## src/sv/sczc_ram.sv

```systemverilog
// ----------------------------------------------------------------------------
// sczc_ram: generic single-write, single-read synchronous RAM
// One write port, one read port, read data registered.
// ----------------------------------------------------------------------------
`default_nettype none

module sczc_ram #(
    parameter int WIDTH = 8,
    parameter int DEPTH = 16
) (
    input  wire logic                                        i_clk,
    input  wire logic                                        i_we,
    input  wire logic [((DEPTH > 1) ? $clog2(DEPTH) : 1)-1:0] i_waddr,
    input  wire logic [WIDTH-1:0]                            i_wdata,
    input  wire logic                                        i_re,
    input  wire logic [((DEPTH > 1) ? $clog2(DEPTH) : 1)-1:0] i_raddr,
    output logic      [WIDTH-1:0]                            o_rdata
);

    logic [WIDTH-1:0] r_mem [DEPTH];

    always_ff @(posedge i_clk) begin
        if (i_we) begin
            r_mem[i_waddr] <= i_wdata;
        end
        if (i_re) begin
            o_rdata <= r_mem[i_raddr];
        end
    end

endmodule

`default_nettype wire

```

## config.mk

```make
export PLATFORM = sky130hd
export DESIGN_NAME = sczc_ram
export DESIGN_NICKNAME = d
export VERILOG_FILES = /design/src/sv/sczc_ram.sv
export SDC_FILE = /design/constraint.sdc
export NUM_CORES = 1
export LEC_CHECK = 0
export BUFFER_PORTS_ARGS = -buffer_cell sky130_fd_sc_hd__buf_2
export CORE_ASPECT_RATIO = 1.1
export CORE_MARGIN = 2
export CORE_UTILIZATION = 30
export DETAILED_ROUTE_END_ITERATION = 16
export GPL_ROUTABILITY_DRIVEN = 0
export PLACE_DENSITY = 0.57
export RECOVER_POWER = 25
export SYNTH_ARGS = -nofsm -noshare
export SYNTH_HDL_FRONTEND = slang
export SYNTH_SLANG_ARGS = --single-unit
```

## constraint.sdc

```tcl
create_clock -name i_clk -period 1.6 [get_ports i_clk]
set_input_delay 0.24 -clock i_clk [delete_from_list [all_inputs] [get_ports i_clk]]
set_output_delay 0.24 -clock i_clk [all_outputs]
set_load 0.05 [all_outputs]
```

# == Word-level counts from Yosys, hierarchy flattened ==
# Memory sizes are Yosys's and may differ from the RTL's. A register that Yosys moved wholly into a read port is not among the register bits.
# Index checks and enable logic that the tools add are counted.
# word_totals
input_bits,19
latch_bits,0
output_inout_bits,8
word_cells,3
mem_count,1
regBits,0
mem_bits_ro,0
mem_bits_rw,128
# mem_list
memory,words,word_bits,read_ports,rd_ports_with_merged_regs,write_ports,line,text
r_mem,16,8,1,1,1,20,logic [WIDTH-1:0] r_mem [DEPTH];
# classes
n_eq_ne,0
add_sub_neg,0
n_mux,2
n_reduce_logical,0
n_div,0
bitwise,0
mul,0
magnitude_cmp,0
shift,0
# ops
operator,n
1-bit two-way mux,2

# == Longest topological paths before layout ==
# depth
depth_word,2
mapped_depth,5
ltp_nobuf,3

# == Least setup slack after synthesis ==
# OpenSTA, ideal clock, no wires.
# synth_timing
path_type,input to register
start,in i_waddr[2] (netlist name)
end,mem r_mem[0][0] (enable)
n_path_buf,0
path_stages,2
required_ns,1.217
slack_ns,-0.133
setup_ns,0.383
arrival_ns,1.350
cell_sequence,or3b_2 nor3_1
# synth_lines
item,line,text
from (decl),13,"input wire logic [((DEPTH > 1) ? $clog2(DEPTH) : 1)-1:0] i_waddr,"
to (decl),20,
# Straight into the memory's write port.

==> flow_summary_export.csv <==
group,metric,value,unit
route,route.vias.total,2498,
logic_synthesis,ys_types,18,
power,p_int,6.43,mW
logic_synthesis,syn_inst,229,
setup_path,r2r_cells,3,
power,power.density,1300,nW/um^2
setup_path,endpoint_kind,"register",
timing,setup_viol,0,
die,core-area,17000,um^2
global_route,overflow,0,
power,p_seq_frac,0.482,
route,drt_iter0_markers,215,
timing,max_slew_margin,0.510,
setup_path,crit_type,"register to register",
timing,layout_min_cycle_time,1530,ps
place,place_area,5840,um^2
cts,cts_root_buffer,"clkbuf_16",
cts,max-clock-path-buffers,2,
power,power.switching,1.94,mW
logic_synthesis,yosys_warnings,0,
timing,slew_violations,0,
cts,postCtsHoldBufs,0,
cells_and_area,instances_no_fill,542,
logic_synthesis,synth.net_count,248,
cts,cts_sinks,136,
hold_path,min_from,"i_wdata[0]",
timing,hold_viol,0,
setup_path,startpoint_type,"register",
cells_and_area,layout-drive-gt1-share,0.334,
setup_path,r2r_end,"o_rdata[3]$_DFFE_PP_",
power,finalPower,8.36,mW
global_route,grt_pass1_wl,16300,um
status,status,"finished clean",
setup_path,crit_chain,"mux4_1 -> a22oi_1 -> nand2_1",
die,start_util,0.307,
global_route,grt_antenna_before_repair,0,
global_route,grt_pass1_vias,2653,
logic_synthesis,synth_seq_cells,136,
power,peakVddDrop,0.678,mV
setup_path,worst_path_largest_cell_delay,580,ps
logic_synthesis,synth.area.top_cells,"edfxtp_1 (78%), mux4_2 (7.8%), mux4_1 (7.0%)",
logic_synthesis,seq_area_frac_synth,0.781,
route,wl_per_cell,19.8,um
cts,clk_pin_slew,60,ps
cells_and_area,fill_cells,1595,
timing,fmax,0.653,GHz
cts,cts_buffers,17,
route,firstDrtPassIters,4,
hold_path,hold_path.class,"primary input to register",
cells_and_area,final_nets,314,
die,fp.dieH,142,um
die,io_pins,27,
logic_synthesis,synth_area_leader_cell,"edfxtp_1",
setup_path,required,1770,ps
die,rows,50,
setup_path,worstPathMaxFanout,1,
logic_synthesis,synth_top_area_share,0.781,
cells_and_area,area_delta_synth_final,23.1,%
die,die-area,18500,um^2
global_route,grt_max_degree,17,
place,post-dp-hpwl,7340,um
route,via_per_inst,4.61,
timing,clock_skew,12.2,ps
power,p_comb_frac,0.055,
hold_path,min_to,"r_mem[9][0]$_DFFE_PP_",
route,finalWirelength,10700,um
power,clkPwrFrac,0.463,
place,portBuffers,26,
die,die_x,130,um
timing,tightestPinTransition,733,ps
timing,fin_crit_sh,0.957,
setup_path,cp.arrival,1700,ps
cells_and_area,antenna-diode-count,0,
power,p_leak,2.16,nW
cells_and_area,fin_area,6430,um^2
global_route,grtUsageTotal,0.126,
logic_synthesis,syn_area_per_cell,22.8,um^2
route,drc,0,
cells_and_area,final_util,0.378,
timing,tns,0,ps
route,postRouteAntennaNets,0,
setup_path,reg2reg_slack,70,ps
setup_path,timing.rr.start,"r_mem[9][3]$_DFFE_PP_",
logic_synthesis,syn_area,5230,um^2
run,max_cap_violations,0,
cts,cts_max_level,4,
place,dp_cells,510,
hold_path,min_path_cells,1,
setup_path,slowest_stage,"mux4_1",
cts,clk_latency,420,ps
timing,rsz0062_at_grt,"false",
power,switching_share,0.232,
cts,cts_tree,"built",
[logic make-up (layout without fill, tap and decap cells)]
logic type	Yosys count	after routing	share of synthesized area
mux	32	32	0.148
flops	136	136	0.781
simple gates	35	35	0.0314
buf+inv	10	89	0.0165
compound gates	16	16	0.0230
[routing by layer]
layer | GRT usage | up-vias | wire (um)
met5 | 0 | - | 0
met4 | 0.0407 | 0 | 129
met3 | 0.0425 | 11 | 569
met2 | 0.193 | 61 | 5140
met1 | 0.170 | 1305 | 4870
li1 | - | 1121 | -
[layout make-up]
class	instances	area, um^2	share of cell area
Tap cell	234	293	0.0455
Multi-Input combinational cell	83	1070	0.166
Sequential cell	136	4080	0.635
Timing Repair Buffer	57	392	0.0609
Clock inverter	15	174	0.0270
Clock buffer	17	425	0.0661
[cells in the mapped netlist]
cell / instances
buf_4: 1
nand3b_1: 2
and2b_1: 1
edfxtp_1: 136
nor2b_1: 1
nor3_1: 4
or3b_2: 1
nand2_1: 9
clkdlybuf4s25_2: 3
nand2b_1: 2
mux4_1: 14
buf_2: 3
nand3_1: 1
mux4_2: 18
buf_6: 3
a22oi_1: 16
nor2_1: 13
and2_1: 1
[flip-flops by register name (all words and copies together), names as in the netlist]
register and count:
r_mem 128, o_rdata 8
[cells in the final DEF (no fill, tap or decap), drive strengths merged]
cell	synthesis	routed
nor3	4	4
and2	1	1
nor2	13	13
mux4	32	32
a22oi	16	16
nand2	9	9
clkinv	0	2
and2b	1	1
nand3b	2	2
clkinvlp	0	1
edfxtp	136	136
buf	7	50
bufinv	0	1
or3b	1	1
inv	0	11
nand2b	2	2
nor2b	1	1
nand3	1	1
clkbuf	0	24
[per-stage QoR]
step	hold slack [ps]	worst slack, ps
after floorplan	339	77.6
after global placement	604	-293
after detailed placement	603	-322
after CTS	154	56.8
after global routing	235	23.9
final	244	69.4
[repair_timing]
action,4_1_cts,5_1_grt
setup endpoints to repair,0,1
setup buffers,0,0
gates resized for setup,0,1
[worst max-delay path, delay by kind of cell, from the launching register on]
| kind | cells | cell delay, ps |
|---|---|---|
| AOI/OAI and AO/OA | 1 | 260 |
| muxes | 1 | 580 |
| DFF | 1 | 360 |
| and+or+nand+nor | 1 | 80 |
[power by group through the flow]
stage               clock [mW]  combinational [mW]  sequential, mW
floorplan                    0               0.203            4.17
global placement             0               0.461            4.11
detailed placement           0               0.470            4.11
CTS                       3.96               0.470            4.03
global route              4.10               0.499            4.04
finish                    3.87               0.460            4.03
[worst max path at each step]
stage | from | to | slack, ps | cells after the start
2_1_floorplan | i_raddr[0] | o_rdata[1]$_DFFE_PP_ | 80 | 5
3_3_place_gp | i_raddr[0] | o_rdata[2]$_DFFE_PP_ | -290 | 6
3_5_place_dp | i_raddr[0] | o_rdata[2]$_DFFE_PP_ | -320 | 6
4_1_cts | r_mem[9][3]$_DFFE_PP_ | o_rdata[3]$_DFFE_PP_ | 60 | 3
5_1_grt | r_mem[9][1]$_DFFE_PP_ | o_rdata[1]$_DFFE_PP_ | 20 | 3
6_report | r_mem[9][3]$_DFFE_PP_ | o_rdata[3]$_DFFE_PP_ | 70 | 3
Power figures use the tool's default switching activity.
